**src/sv/assert_macros.svh**
```systemverilog
// Assertion macros used by the deframer core.
`ifndef ASSERT_MACROS_SVH
`define ASSERT_MACROS_SVH

// Clocked assertion, disabled during reset.
`define ASSERT_CLK(label, clk_sig, rst_sig, prop, msg) \
    label: assert property (@(posedge clk_sig) disable iff (!rst_sig) prop) \
        else $error(msg);

// Clocked assertion, checked during reset too.
`define ASSERT_CLK_ALWAYS(label, clk_sig, prop, msg) \
    label: assert property (@(posedge clk_sig) prop) else $error(msg);

`endif

```
**src/sv/lpfd_pkg.sv**
```systemverilog
// Shared types and constants of the length-prefixed frame deframer.
package lpfd_pkg;

    localparam int MAX_FRAME_BYTES_DEF = 4096;
    localparam int HEADER_BYTES        = 8;
    localparam int WORD_BYTES          = 4;
    localparam int HDR_POS_W           = 4;
    localparam int FLEN_W              = 13;

    typedef enum logic [1:0] {
        STATUS_OK    = 2'd0,
        STATUS_SHORT = 2'd1,
        STATUS_LONG  = 2'd2
    } lpfd_status_t;

    typedef struct packed {
        logic [31:0]       protocol_id;
        logic [7:0]        payload_byte;
        logic              payload_present;
        logic              last_of_frame;
        lpfd_status_t      frame_status;
        logic [FLEN_W-1:0] frame_length;
    } lpfd_result_t;

endpackage

```
**src/sv/lpfd_parser.sv**
```systemverilog
// Header assembly, length check and payload tagging for one word per cycle while in_fire is high.
module lpfd_parser #(
    parameter int MAX_FRAME_BYTES = lpfd_pkg::MAX_FRAME_BYTES_DEF
) (
    input  logic                 clk,
    input  logic                 rst_n,
    input  logic                 in_fire,
    input  logic [7:0]           rx_byte,
    output logic                 res_valid,
    output lpfd_pkg::lpfd_result_t res
);
    import lpfd_pkg::*;

    localparam int LEFT_W = $clog2(MAX_FRAME_BYTES + 1);
    localparam logic [31:0] MAX_LEN = 32'(MAX_FRAME_BYTES);
    localparam logic [HDR_POS_W-1:0] POS_PAYLOAD = HDR_POS_W'(HEADER_BYTES);
    localparam logic [HDR_POS_W-1:0] POS_LAST_HDR = HDR_POS_W'(HEADER_BYTES - 1);
    localparam logic [HDR_POS_W-1:0] POS_PROTO = HDR_POS_W'(WORD_BYTES);

    logic [HDR_POS_W-1:0] hdr_pos_reg, hdr_pos_next;
    logic [31:0]          len_reg, len_next;
    logic [31:0]          proto_reg, proto_next;
    logic [LEFT_W-1:0]    left_reg, left_next;
    logic [LEFT_W-1:0]    left_dec;
    logic [31:0]          proto_full;

    always_comb
    begin
        hdr_pos_next = hdr_pos_reg;
        len_next     = len_reg;
        proto_next   = proto_reg;
        left_next    = left_reg;
        left_dec     = left_reg - LEFT_W'(1);
        proto_full   = {rx_byte, proto_reg[31:8]};
        res_valid    = 1'b0;
        res          = '{protocol_id: proto_reg, payload_byte: 8'd0, payload_present: 1'b0,
                         last_of_frame: 1'b1, frame_status: STATUS_OK,
                         frame_length: len_reg[FLEN_W-1:0]};
        if (in_fire)
        begin
            if (hdr_pos_reg == POS_PAYLOAD)
            begin
                left_next           = left_dec;
                res_valid           = 1'b1;
                res.payload_byte    = rx_byte;
                res.payload_present = 1'b1;
                res.last_of_frame   = (left_dec == '0);
                if (left_dec == '0)
                begin
                    hdr_pos_next = '0;
                end
            end
            else if (hdr_pos_reg < POS_PROTO)
            begin
                len_next     = {rx_byte, len_reg[31:8]};
                hdr_pos_next = hdr_pos_reg + HDR_POS_W'(1);
            end
            else
            begin
                proto_next   = proto_full;
                hdr_pos_next = hdr_pos_reg + HDR_POS_W'(1);
                if (hdr_pos_reg == POS_LAST_HDR)
                begin
                    res.protocol_id = proto_full;
                    if (len_reg < 32'(HEADER_BYTES))
                    begin
                        res_valid        = 1'b1;
                        res.frame_status = STATUS_SHORT;
                        hdr_pos_next     = '0;
                    end
                    else if (len_reg > MAX_LEN)
                    begin
                        res_valid        = 1'b1;
                        res.frame_status = STATUS_LONG;
                        res.frame_length = MAX_LEN[FLEN_W-1:0];
                        hdr_pos_next     = '0;
                    end
                    else if (len_reg == 32'(HEADER_BYTES))
                    begin
                        res_valid    = 1'b1;
                        hdr_pos_next = '0;
                    end
                    else
                    begin
                        left_next = LEFT_W'(len_reg - 32'(HEADER_BYTES));
                    end
                end
            end
        end
    end

    always_ff @(posedge clk or negedge rst_n)
    begin
        if (!rst_n)
        begin
            hdr_pos_reg <= '0;
            len_reg     <= '0;
            proto_reg   <= '0;
            left_reg    <= '0;
        end
        else
        begin
            hdr_pos_reg <= hdr_pos_next;
            len_reg     <= len_next;
            proto_reg   <= proto_next;
            left_reg    <= left_next;
        end
    end

endmodule

```
**src/sv/lpfd_out_reg.sv**
```systemverilog
// Result register with valid/ready handshake toward the sink.
module lpfd_out_reg (
    input  logic                   clk,
    input  logic                   rst_n,
    input  logic                   load,
    input  logic                   res_valid,
    input  lpfd_pkg::lpfd_result_t res,
    input  logic                   out_ready,
    output logic                   out_valid,
    output lpfd_pkg::lpfd_result_t out_res,
    output logic                   in_ready
);
    import lpfd_pkg::*;

    logic         valid_reg, valid_next;
    lpfd_result_t data_reg, data_next;

    assign in_ready  = !valid_reg || out_ready;
    assign out_valid = valid_reg;
    assign out_res   = data_reg;

    always_comb
    begin
        valid_next = valid_reg;
        data_next  = data_reg;
        if (load)
        begin
            valid_next = res_valid;
            if (res_valid)
            begin
                data_next = res;
            end
        end
        else if (out_ready)
        begin
            valid_next = 1'b0;
        end
    end

    always_ff @(posedge clk or negedge rst_n)
    begin
        if (!rst_n)
        begin
            valid_reg <= 1'b0;
        end
        else
        begin
            valid_reg <= valid_next;
        end
    end

    always_ff @(posedge clk)
    begin
        data_reg <= data_next;
    end

endmodule

```
**src/sv/length_prefixed_frame_deframer_core.sv**
```systemverilog
// Top level of the length-prefixed frame deframer.
// Takes one stream word per cycle while in_ready is high and gives its result, if any,
// in the next cycle from a result register fed by combinational header and payload
// logic. in_ready drops only while a result waits and out_ready is low. Header
// words give no result; each payload word, an empty frame and an illegal length give one.
`include "assert_macros.svh"

module length_prefixed_frame_deframer_core #(
    parameter int MAX_FRAME_BYTES = lpfd_pkg::MAX_FRAME_BYTES_DEF
) (
    input  logic                        clk,
    input  logic                        rst_n,
    input  logic                        in_valid,
    output logic                        in_ready,
    input  logic [7:0]                  rx_byte,
    output logic                        out_valid,
    input  logic                        out_ready,
    output logic [31:0]                 protocol_id,
    output logic [7:0]                  payload_byte,
    output logic                        payload_present,
    output logic                        last_of_frame,
    output logic [1:0]                  frame_status,
    output logic [lpfd_pkg::FLEN_W-1:0] frame_length
);
    import lpfd_pkg::*;

    logic         in_fire;
    logic         res_valid;
    lpfd_result_t res;
    lpfd_result_t out_res;

    assign in_fire = in_valid && in_ready;

    lpfd_parser #(
        .MAX_FRAME_BYTES(MAX_FRAME_BYTES)
    ) u_parser (
        .clk      (clk),
        .rst_n    (rst_n),
        .in_fire  (in_fire),
        .rx_byte  (rx_byte),
        .res_valid(res_valid),
        .res      (res)
    );

    lpfd_out_reg u_out_reg (
        .clk      (clk),
        .rst_n    (rst_n),
        .load     (in_fire),
        .res_valid(res_valid),
        .res      (res),
        .out_ready(out_ready),
        .out_valid(out_valid),
        .out_res  (out_res),
        .in_ready (in_ready)
    );

    assign protocol_id     = out_res.protocol_id;
    assign payload_byte    = out_res.payload_byte;
    assign payload_present = out_res.payload_present;
    assign last_of_frame   = out_res.last_of_frame;
    assign frame_status    = 2'(out_res.frame_status);
    assign frame_length    = out_res.frame_length;

    `ASSERT_CLK(a_ready_when_empty, clk, rst_n, !out_valid |-> in_ready, "in_ready low with no result held")
    `ASSERT_CLK(a_error_closes_frame, clk, rst_n, (out_valid && frame_status != 2'(STATUS_OK)) |-> (last_of_frame && !payload_present), "error result not a closed empty result")
    `ASSERT_CLK(a_no_data_zero, clk, rst_n, (out_valid && !payload_present) |-> (payload_byte == 8'd0 && last_of_frame), "result without data is not zero and last")

endmodule

```
**config.mk**
```make
export PLATFORM = sky130hd
export DESIGN_NAME = length_prefixed_frame_deframer_core
export DESIGN_NICKNAME = d
export VERILOG_FILES = /design/src/sv/lpfd_pkg.sv /design/src/sv/lpfd_parser.sv /design/src/sv/lpfd_out_reg.sv /design/src/sv/length_prefixed_frame_deframer_core.sv
export VERILOG_INCLUDE_DIRS = /design/src /design/src/sv
export SDC_FILE = /design/constraint.sdc
export NUM_CORES = 1
export LEC_CHECK = 0
export ABC_CLOCK_PERIOD_IN_PS = 5200
export BUFFER_PORTS_ARGS = -buffer_cell sky130_fd_sc_hd__buf_4
export CAP_MARGIN = 25
export CORE_ASPECT_RATIO = 1.25
export CORE_MARGIN = 5
export CORE_UTILIZATION = 50
export DETAILED_ROUTE_END_ITERATION = 10
export GPL_TIMING_DRIVEN = 1
export HOLD_SLACK_MARGIN = 0.08
export PLACE_DENSITY = 0.7
export SYNTH_ARGS = -nofsm -noshare
export SYNTH_HDL_FRONTEND = slang
export SYNTH_SLANG_ARGS = --single-unit
```
**constraint.sdc**
```tcl
create_clock -name clk -period 5.2 [get_ports clk]
set_input_delay 0.26 -clock clk [delete_from_list [all_inputs] [get_ports clk]]
set_output_delay 0.26 -clock clk [all_outputs]
set_load 0.05 [all_outputs]
```
# After elaboration in Yosys (flattened, before gate mapping)
# Cells that the tools add are included.
dict set report totals {
  reg_bits 139
  wordCells 74
  out_inout_bits 59
}
dict set report op_classes {
  n_mux 32
  bitwise_logic 3
  reduce_logical 13
  add_sub_neg 3
  n_eq_ne 8
  magnitude_cmp 3
}
# operator count
set op_table {}
lappend op_table {{2-to-1 mux 13 bit} 10}
lappend op_table {{2-to-1 mux 32 bit} 3}
lappend op_table {{equality test 32 x 4 -> 1 bit, second input constant} 1}
lappend op_table {{greater-than comparator 32 x 13 -> 1 bit, second input constant} 1}
lappend op_table {{less-than comparator 32 x 4 -> 1 bit, second input constant} 1}
lappend op_table {{2-to-1 mux 4 bit} 7}
lappend op_table {{2-to-1 mux 15 bit} 1}
lappend op_table {{logical NOT 13 bit} 1}
lappend op_table {{subtractor 13 x 1 -> 13 bit, second input constant} 1}
lappend op_table {{subtractor 13 x 4 -> 13 bit, second input constant} 1}
lappend op_table {{2-to-1 mux 1 bit} 10}
lappend op_table {{inequality test 2 x 1 -> 1 bit, second input constant} 4}
lappend op_table {{AND reduction 3 bit} 2}
lappend op_table {{AND reduction 6 bit} 1}
lappend op_table {{adder 4 x 1 -> 4 bit, second input constant} 1}
lappend op_table {{equality test 4 x 3 -> 1 bit, second input constant} 1}
lappend op_table {{equality test 4 bit, second input constant} 1}
lappend op_table {{less-than comparator 4 x 3 -> 1 bit, second input constant} 1}
lappend op_table {{AND reduction 2 bit} 2}
lappend op_table {{nonzero test 2 bit} 2}
lappend op_table {{OR reduction 4 bit} 1}
lappend op_table {{NOT 1 bit} 3}
lappend op_table {{OR reduction 3 bit} 1}
lappend op_table {{2-to-1 mux 2 bit} 1}
lappend op_table {{4 further kinds} 4}

# Longest topological paths before layout
# Gate-level depths: netlist (run 1).
dict set report depth {
  ltp_word 9
  mapped_depth 10
  ltp_nobuf 9
}

# Modules after synthesis
# A second synthesis (run 1) with hierarchy kept.
dict set report unflattened {
  cells_unflattened 515
  area_unflattened_um2 6158.4
}
# module cells_per_inst n_inst seq_area_each_um2 area_each_um2
set by_module_without_submodules {}
lappend by_module_without_submodules {lpfd_parser 453 1 2026.9 4385.5}
lappend by_module_without_submodules {lpfd_out_reg 61 1 1736.7 1766.7}
lappend by_module_without_submodules {length_prefixed_frame_deframer_core 1 1 0.0 6.3}

# Least setup slack after synthesis (run 1)
# Ideal clock, no wire load.
dict set report synth_timing {
  kind {flip-flop to flip-flop}
  from {reg u_parser.hdr_pos_reg[0]}
  to {reg u_out_reg.data_reg, in the netlist u_out_reg.out_res[0] (enable)}
  path_stages_with_launch 10
  path_slack_ns 0.652
  required_ns 4.728
  period_less_slack_ns 4.548
  n_path_buf 2
  arrival_ns 4.076
  path_cell_list {dfrtp_1 > inv_1 > ha_1 > inv_1 > or3_1 > inv_1 > clkbuf_1 > clkbuf_1 > nor2_1 > nor2_1}
}
dict set report synth_via {
  elab_chain_cells 6
}
# item line_no
set synth_rtl {}
lappend synth_rtl {{start: declaration} lpfd_parser.sv:20} ;# logic [HDR_POS_W-1:0] hdr_pos_reg, hdr_pos_next;
lappend synth_rtl {{start signal: assignment} lpfd_parser.sv:103} ;# hdr_pos_reg <= hdr_pos_next;
lappend synth_rtl {{branches (longest 3 deep; another with less-than comparator 4 x 3 -> 1 bit)} --}
lappend synth_rtl {{2-to-1 mux 1 bit (*)} lpfd_parser.sv:41} ;# if (hdr_pos_reg == POS_PAYLOAD)
lappend synth_rtl {{2-to-1 mux 1 bit (*)} lpfd_parser.sv:39} ;# if (in_fire)
lappend synth_rtl {{AND reduction 2 bit (no source line) (*)} --}
lappend synth_rtl {{end signal: assignment} lpfd_out_reg.sv:54} ;# data_reg <= data_next;
lappend synth_rtl {{end: declaration} lpfd_out_reg.sv:16} ;# lpfd_result_t data_reg, data_next;
# Every way passes the cells marked *.
# A chain may end at the register's enable or synchronous reset.

# Worst setup path after layout (run 1)
dict set report layout_timing {
  from {reg u_parser.hdr_pos_reg[0]}
  to {reg u_out_reg.data_reg, in the netlist u_out_reg.out_res[16] (enable)}
}
# Same word-level chain as after synthesis.

==> impl_metrics.py, run 1 <==
metrics = {
    "run_status": {
        "status": "finished, final reports clean",
    },
    "power": {
        "powerDensity_nw_per_um2": 663,
        "p_total_mw": 4.98,
        "vdd.ir_drop.worst_mv": 0.309,
        "p_leak_nw": 3.03,
    },
    "placement": {
        "hpwl_um": 8590,
        "gp_congestion": 0.872,
        "io_buffer_count": 70,
        "placed_cells": 680,
    },
    "sta": {
        "slew_headroom": 0.383,
        "finalSetupViolCount": 0,
        "min_period_ns": 3.56,
        "rsz0062_at_grt": "no",
        "worst_pin_slew_ns": 0.925,
        "fin_skew_ns": 0.00601,
        "fin_crit_sh": 0.685,
        "finalSetupTns_ns": 0,
        "fmax_mhz": 281,
        "slew_viol_final": 0,
        "hold_violations": 0,
    },
    "critical_path": {
        "worstPathRequired_ns": 5.24,
        "startpoint_type": "flip-flop",
        "crit_path_end_kind": "flip-flop",
        "worstPathArrival_ns": 3.60,
        "path_class": "reg -> reg",
        "crit_fanout": 42,
    },
    "cts": {
        "clkSlewWorstSetupHoldPaths_ns": 0.06,
        "cts-root-buf": "clkbuf_16",
        "cts_tree": "built",
        "numCtsBuffers": 17,
        "insertion_delay_ns": 0.41,
        "cts_resized": 0,
        "h-tree-depth": 4,
        "clkSinkCount": 139,
        "clock_path_buffers": 2,
    },
    "logic_synthesis": {
        "synth_top_cells_by_count": "mux2_2 (94), dfrtp_1 (82), edfxtp_1 (57), nor2_1 (23), nand2_1 (22)",
        "synth.most_common_cell": "mux2_2",
        "synth_nets": 490,
        "synth_warnings": 0,
        "synth_ff_type": "dfrtp_1",
        "synth.avg_cell_area_um2": 13.3,
        "synth_cell_type_count": 55,
        "synthArstFlopShare": 0.590,
        "synth_top_area_share": 0.328,
        "synth_edf_count": 57,
        "syn-cell-area_um2": 6260,
        "synth_top_area_cell": "dfrtp_1",
        "ys_ff_latch": 139,
        "synthCells": 472,
        "synthTopCellsByArea": "dfrtp_1 (33%), edfxtp_1 (27%), mux2_2 (17%)",
        "ys_seq_area_frac": 0.601,
    },
    "global_route": {
        "antenna_found_initial": 0,
        "grt-ovfl-total": 0,
        "grt_pass1_vias": 4098,
        "grt_max_degree": 83,
        "grt_use_total": 0.186,
        "grt_first_pass_wirelength_um": 21100,
    },
    "layout": {
        "drive_gt1_frac": 0.385,
        "multi_input_area_um2": 2320,
        "syn_to_final_growth_pct": 19.9,
        "largest_reg_flops": 57,
        "instances_no_fill": 714,
        "final_util": 0.614,
        "regArea_um2": 3760,
        "fillerInstances": 961,
        "nets": 555,
        "antenna-diode-count": 0,
    },
    "floorplanning": {
        "die_h_um": 135,
        "core_um2": 12200,
        "initial_core_util": 0.512,
        "ios": 71,
        "die_x_um": 110,
        "die_area_um2": 14900,
        "fp-row-count": 45,
    },
    "hold_path": {
        "hold_class": "in -> reg",
    },
    "routing": {
        "drtIter0Drc": 207,
        "routed_wl_um": 13000,
        "drt-pass1-iter-count": 4,
        "num_vias": 3990,
        "routedWlPerCell_um": 18.1,
        "post-route-drc-count": 0,
        "vias_per_cell": 5.59,
        "postRouteAntennaNets": 0,
    },
    "flow_run": {
        "cap_violations": 0,
    },
}
-- power breakdown --
group          switching [mW]  leakage (nW)  total [mW]  internal (mW)
sequential              0.362          1.52        2.01           1.65
combinational            1.01          1.23        1.78          0.769
clock                   0.428         0.282        1.19          0.762
total                    1.80          3.03        4.98           3.18
-- through the flow --
stage | hold slack (ns) | setup WS, ns | area [um2]
finish | 0.116 | 1.64 | 7500
global route | 0.0961 | 1.37 | 7500
CTS | 0.0969 | 1.63 | 7470
detailed placement | 0.494 | 1.61 | 6890
global placement | 0.481 | 1.83 | 6890
floorplan | -0.0356 | 0.652 | 6260
-- logic make-up (layout without fill, tap and decap cells) --
kind of cell	after synthesis	count (layout)	share of synthesized area
flops	139	139	0.601
simple gates	122	122	0.107
mux	96	96	0.172
compound gates	60	60	0.0664
buf+inv	42	120	0.0314
xor+xnor	7	7	0.00980
fa+ha+maj	6	6	0.0120
-- worst paths after layout --
check                                        start               endpoint  slack (ns)  cells after the start
max                        u_parser.hdr_pos_reg[0]  u_out_reg.out_res[16]        1.64                      6
min                                     rx_byte[6]   u_parser.len_reg[30]        0.12                      2
max reg2reg                u_parser.hdr_pos_reg[0]  u_out_reg.out_res[16]        1.64                      6
min reg2reg                  u_parser.proto_reg[5]  u_parser.proto_reg[5]        0.51                      1
max in group asynchronous                    rst_n    u_parser.len_reg[0]        4.38                      3
min in group asynchronous                    rst_n  u_parser.proto_reg[5]        0.23                      2
-- layout make-up --
class                   instances  area share
well taps                     164      0.0274
clock inverters                 9      0.0162
multi-input cells             291       0.309
inverters                      12     0.00600
clock buffers                  23      0.0610
flip-flops and latches        139       0.502
repair buffers                 76      0.0791
-- what timing repair did --
action / 4_1_cts / 5_1_grt
hold buffers: 1 / 0
buffers inserted: 0 / 0
hold endpoints to repair: 6 / 0
-- layer usage --
metal	vias to the layer above	global-route usage	share of wire
li1	1879	-	-
met1	1995	0.225	0.39
met2	106	0.314	0.54
met3	10	0.0607	0.055
met4	0	0.0554	0.011
met5	-	0	0
-- critical path: stages (launching register included) --
cell and delay [ns]:
dfrtp_1 0.37, ha_1 0.21, nand3_2 0.69, a31oi_1 0.77
nor2_1 0.14, nor2_4 0.42, buf_4 0.55
-- layout by cell type (no fill, tap or decap), types with 11 or more instances in the layout --
cell type and n:
nand2_1 22, nor4_1 12, dfrtp_1 82, edfxtp_1 57
nor2_1 22, o21ai_0 11, clkbuf_16 17, and2_1 11
inv_1 12, buf_4 74, mux2_2 94
Note: power is estimated with default switching activity, not from simulation.
==> run 2: changes to the inputs <==
Settings changed: ABC_CLOCK_PERIOD_IN_PS 5200 to 3300.
Clock period 5.2 ns to 3.3 ns, I/O delays scaled along.
==> run 2 against run 1 <==
  * Cell area is 2.7% higher
  * Largest power group unchanged
  * Wire length is 1.2% lower
  * Highest routed layer unchanged
  * Core utilization is 1.7 points higher
  * Sequential power is 55% higher
==> impl_metrics.py, run 2 (synthesis gave the netlist of run 1 again) <==
metrics = {
    "sta": {
        "slew_viol_final": 0,
        "fmax_mhz": 345,
        "finalSetupViolCount": 0,
        "hold_violations": 0,
        "fin_skew_ns": 0.0138,
        "min_period_ns": 2.90,
        "fin_crit_sh": 0.878,
        "slew_headroom": 0.578,
        "worst_pin_slew_ns": 0.627,
        "finalSetupTns_ns": 0,
        "rsz0062_at_grt": "no",
    },
    "global_route": {
        "grt_use_total": 0.185,
        "grt_first_pass_wirelength_um": 20900,
        "grt_max_degree": 83,
        "grt-ovfl-total": 0,
        "antenna_found_initial": 0,
        "grt_pass1_vias": 4056,
    },
    "critical_path": {
        "crit_chain": "nor4_1 -> nand4_1 -> nor4_1 -> a31oi_1 -> nor2_1 -> nor2_4 -> buf_12 -> buf_4",
        "r2r-start": "u_parser.len_reg[17]",
        "crit_fanout": 33,
        "critical-path-top-delay-family": "simple AND/OR/NAND/NOR gates",
        "startpoint_type": "flip-flop",
        "worstPathArrival_ns": 3.04,
        "crit_buf_inv": 2,
        "critPathSlowestCell": "nor4_1",
        "cp_common_cell": "nor4_1",
        "path_class": "reg -> reg",
        "worstPathRequired_ns": 3.44,
        "r2r_cells": 8,
        "crit_path_end_kind": "flip-flop",
        "reg2reg_to": "u_out_reg.out_res[33]",
        "rrSetupSlack_ns": 0.40,
        "max_stage_delay_ns": 0.51,
    },
    "floorplanning": {
        "core_um2": 12200,
        "die_h_um": 135,
        "die_x_um": 110,
        "die_area_um2": 14900,
        "ios": 71,
        "initial_core_util": 0.512,
        "fp-row-count": 45,
    },
    "cts": {
        "clkSlewWorstSetupHoldPaths_ns": 0.06,
        "cts_tree": "built",
        "cts-root-buf": "clkbuf_16",
        "insertion_delay_ns": 0.41,
        "clkSinkCount": 139,
        "clock_path_buffers": 2,
        "h-tree-depth": 4,
        "numCtsBuffers": 17,
        "cts_resized": 0,
    },
    "power": {
        "clkPwrFrac": 0.239,
        "vdd.ir_drop.worst_mv": 0.510,
        "power.switching_mw": 2.81,
        "combPwrFrac": 0.367,
        "p_int_mw": 5.10,
        "sequentialPowerShare": 0.394,
        "switching_share": 0.355,
        "p_leak_nw": 3.14,
        "p_total_mw": 7.92,
        "powerDensity_nw_per_um2": 1030,
    },
    "layout": {
        "drive_gt1_frac": 0.394,
        "antenna-diode-count": 0,
        "nets": 574,
        "fillerInstances": 941,
        "largest_reg_flops": 57,
        "syn_to_final_growth_pct": 23.2,
        "layout_common_cells": "mux2_2 (94), buf_4 (83), dfrtp_1 (82)",
        "design_area_um2": 7710,
        "layout_commonest_cell": "mux2_2",
        "instances_no_fill": 733,
    },
    "placement": {
        "gp_congestion": 0.801,
        "hpwl_um": 8630,
        "placed_area_um2": 6970,
        "placed_cells": 690,
        "io_buffer_count": 70,
    },
    "routing": {
        "routedWlPerCell_um": 17.5,
        "vias_per_cell": 5.46,
        "routed_wl_um": 12800,
        "drtIter0Drc": 187,
        "drt-pass1-iter-count": 4,
        "num_vias": 4005,
        "postRouteAntennaNets": 0,
        "post-route-drc-count": 0,
    },
    "hold_path": {
        "hold_class": "in -> reg",
        "hp-start": "out_ready",
        "holdPathEnd": "u_out_reg.out_valid",
        "hold_depth": 3,
    },
    "flow_run": {
        "cap_violations": 0,
    },
    "run_status": {
        "status": "finished, final reports clean",
    },
}
## run 2: changes by cell type in the layout (fill, tap and decap cells not counted), sizes merged
cell         before  now
buf              75   85
dlygate4sd3       1   10
clkbuf           23   28
clkinv            5    2
bufinv            3    1
## run 2: metal layers
layer  GRT usage  part of all wire  up-vias
li1            -                 -     1900
met1       0.223              0.40     1999
met2       0.315              0.54       87
met3      0.0445             0.041       19
met4      0.0769             0.019        0
met5           0                 0        -
## run 2: timing repair
action / CTS / global route
setup buffers: 0 / 0
hold endpoints to repair: 109 / 0
hold buffers: 10 / 0
## run 2: final cells by class
cell class	count	area (um2)	area share
clock inverters	4	47.5	0.00617
clock buffers	28	559	0.0726
flip-flops and latches	139	3760	0.488
inverters	12	45.0	0.00584
repair buffers	95	771	0.100
well taps	164	205	0.0266
multi-input cells	291	2320	0.300
## run 2: power groups by stage
stage                     Sequential (mW)  Combinational [mW]  Clock [mW]
final                                3.12                2.90        1.89
after global placement               3.10                2.84           0
after global routing                 3.21                3.15        2.00
after detailed placement             3.14                2.90           0
after CTS                            3.12                2.93        1.93
after floorplan                      3.48                1.76           0
## run 2: how the worst max path moves through the flow
stage	startpoint	endpoint	slack, ns	cells past startpoint
after floorplan	u_parser.hdr_pos_reg[0]	u_out_reg.out_res[0]	0.32	9
after global placement	u_parser.len_reg[10]	u_out_reg.out_res[29]	-0.01	7
after detailed placement	u_parser.len_reg[10]	u_out_reg.out_res[29]	0.40	8
after CTS	u_parser.len_reg[10]	u_out_reg.out_res[44]	0.38	8
after global routing	u_parser.len_reg[10]	u_out_reg.out_res[28]	0.15	8
final	u_parser.len_reg[17]	u_out_reg.out_res[33]	0.40	8
## run 2: per-stage QoR
stage                     worst slack, ns  utilization  hold WS (ns)
after detailed placement            0.398        0.571         0.420
after global routing                0.153        0.631         0.122
final                               0.401        0.631        0.0990
after floorplan                     0.320            -        -0.131
after global placement            -0.0124        0.569         0.408
after CTS                           0.382        0.629        0.0963
## run 2: worst reg2reg max path, delay by kind of cell (launching register included)
| family | cells | cell delay [ns] |
|---|---|---|
| simple gates | 5 | 1.45 |
| flops | 1 | 0.39 |
| compound gates | 1 | 0.35 |
| buf+inv | 2 | 0.44 |
==> run 3: changes to the inputs <==
==> constraint.sdc (replaced) <==
create_clock -name clk -period 3.3 [get_ports clk]
set_input_delay 0.66 -clock clk [delete_from_list [all_inputs] [get_ports clk]]
set_output_delay 0.66 -clock clk [all_outputs]
set_load 0.05 [all_outputs]
==> run 3 against run 2 <==
  * Wire length rose by 3.2%
  * Die area did not move
  * First-iteration DRC count rose by 4.8%
  * Non-clock buffer count fell by 14
  * Flip-flop and latch count did not move
  * Global-route usage rose by 0.56 points
  * Clock power rose by 7%
  * Core utilization fell by 0.97 points
  * Worst hold slack improved by 0.018 ns
  * Worst setup slack got worse by 0.22 ns
  * Combinational power fell by 2%
  * Count of clock-buffer cells in the layout fell by 10
==> impl_metrics.py, run 3 (synthesis gave the netlist of run 1 again) <==
metrics = {
    "run_status": {
        "status": "finished, final reports clean",
    },
    "cts": {
        "cts-root-buf": "clkbuf_16",
        "clock_path_buffers": 2,
        "cts_setup_buffers": 0,
        "numCtsBuffers": 17,
        "clkSlewWorstSetupHoldPaths_ns": 0.06,
        "cts_tree": "built",
        "h-tree-depth": 4,
        "ctsHoldBuffers": 0,
        "clkSinkCount": 139,
        "insertion_delay_ns": 0.42,
        "cts_resized": 0,
    },
    "layout": {
        "nets": 560,
        "multi_input_area_um2": 2320,
        "antenna-diode-count": 0,
        "layout_commonest_cell": "mux2_2",
        "largest_reg_flops": 57,
        "syn_to_final_growth_pct": 21.3,
        "fillerInstances": 922,
        "drive_gt1_frac": 0.395,
        "layout_common_cells": "mux2_2 (94), dfrtp_1 (82), buf_4 (80)",
        "regArea_um2": 3760,
    },
    "sta": {
        "fmax_mhz": 321,
        "slew_viol_final": 0,
        "fin_crit_sh": 0.945,
        "worst_pin_slew_ns": 0.954,
        "finalSetupViolCount": 0,
        "finalSetupTns_ns": 0,
        "fin_skew_ns": 0.00796,
        "min_period_ns": 3.12,
        "hold_violations": 0,
        "slew_headroom": 0.363,
        "rsz0062_at_grt": "no",
    },
    "routing": {
        "vias_per_cell": 5.51,
        "postRouteAntennaNets": 0,
        "drtIter0Drc": 196,
        "post-route-drc-count": 0,
        "num_vias": 3962,
        "drt-pass1-iter-count": 4,
        "routedWlPerCell_um": 18.4,
        "routed_wl_um": 13200,
    },
    "global_route": {
        "top_usage_layer": "met2",
        "use_met1": 0.235,
        "antenna_found_initial": 0,
        "grt_use_total": 0.191,
        "grt_max_degree": 83,
        "use_met3": 0.0516,
        "grt_pass1_vias": 4084,
        "grt_first_pass_wirelength_um": 21600,
        "grt-ovfl-total": 0,
        "grt_util_met2": 0.321,
    },
    "floorplanning": {
        "fp-row-count": 45,
        "ios": 71,
        "core_um2": 12200,
        "die_h_um": 135,
        "die_x_um": 110,
        "initial_core_util": 0.512,
        "die_area_um2": 14900,
    },
    "placement": {
        "hpwl_um": 8810,
        "gp_congestion": 0.860,
        "io_buffer_count": 70,
    },
    "power": {
        "p_total_mw": 8.03,
        "power.switching_mw": 2.87,
        "vdd.ir_drop.worst_mv": 0.550,
        "powerDensity_nw_per_um2": 1060,
        "clkPwrFrac": 0.252,
        "p_leak_nw": 3.07,
        "combPwrFrac": 0.355,
        "p_int_mw": 5.16,
        "switching_share": 0.358,
        "sequentialPowerShare": 0.394,
    },
    "critical_path": {
        "crit_start": "u_parser.len_reg[7]",
        "r2r-start": "u_parser.len_reg[7]",
        "r2r_cells": 7,
        "crit_fanout": 33,
        "path_class": "reg -> reg",
        "startpoint_type": "flip-flop",
        "rrSetupSlack_ns": 0.18,
        "reg2reg_to": "u_out_reg.out_res[29]",
        "crit_end": "u_out_reg.out_res[29]",
        "crit_path_end_kind": "flip-flop",
        "worstPathRequired_ns": 3.38,
        "worstPathArrival_ns": 3.20,
    },
    "hold_path": {
        "hold_class": "in -> async",
    },
    "flow_run": {
        "cap_violations": 0,
    },
}
run 3: changes by cell type in the layout (fill, tap and decap cells not counted), moves of 3 or more:
cell | previous run | this run
dlygate4sd3_1 | 10 | 0
clkbuf_1 | 4 | 1
clkbuf_8 | 5 | 0
bufinv_16 | 1 | 5
buf_4 | 83 | 80
clkinv_1 | 0 | 4
run 3: cell type report:
class	count	area share
tap	164	0.0270
inverter	12	0.00594
multi-input combinational	291	0.305
sequential	139	0.496
timing repair buffer	81	0.0828
clock buffer	18	0.0566
clock inverter	14	0.0265
run 3: metal layers:
layer | wire [um] | up-vias
li1 | - | 1874
met1 | 5390 | 1977
met2 | 7080 | 90
met3 | 524 | 21
met4 | 204 | 0
met5 | 0 | -
run 3: power by group through the flow:
| stage | combinational, mW | sequential, mW | clock [mW] |
|---|---|---|---|
| floorplan | 1.76 | 3.48 | 0 |
| global placement | 2.77 | 3.13 | 0 |
| detailed placement | 2.85 | 3.18 | 0 |
| CTS | 2.88 | 3.16 | 2.06 |
| global route | 3.10 | 3.26 | 2.14 |
| finish | 2.85 | 3.16 | 2.02 |
run 3: worst min-delay path by stage:
stage | from | to | depth (start not counted)
after floorplan | rst_n | u_out_reg.out_valid | 0
after global placement | u_parser.proto_reg[4] | u_parser.proto_reg[4] | 1
after detailed placement | u_parser.proto_reg[2] | u_parser.proto_reg[2] | 1
after CTS | rst_n | u_parser.len_reg[25] | 1
after global routing | rst_n | u_parser.len_reg[1] | 1
final | rst_n | u_parser.len_reg[5] | 1
run 3: critical path, cell delays in order, from the launching register on:
cell     delay [ns]
dfrtp_1        0.47
nor4_2         0.32
nand3_1        0.17
or2_0          0.27
a31oi_1        0.22
nor2_1         0.10
nor2_4         0.72
buf_4          0.47
run 3: stage by stage:
step	std cells	utilization	setup WS, ns	area, um2	hold slack (ns)
floorplan	472	-	0.320	6270	0.364
global placement	686	0.567	0.323	6930	0.483
detailed placement	686	0.567	0.217	6930	0.488
CTS	718	0.619	0.165	7560	0.468
global route	719	0.621	0.00394	7590	0.113
finish	719	0.621	0.181	7590	0.117
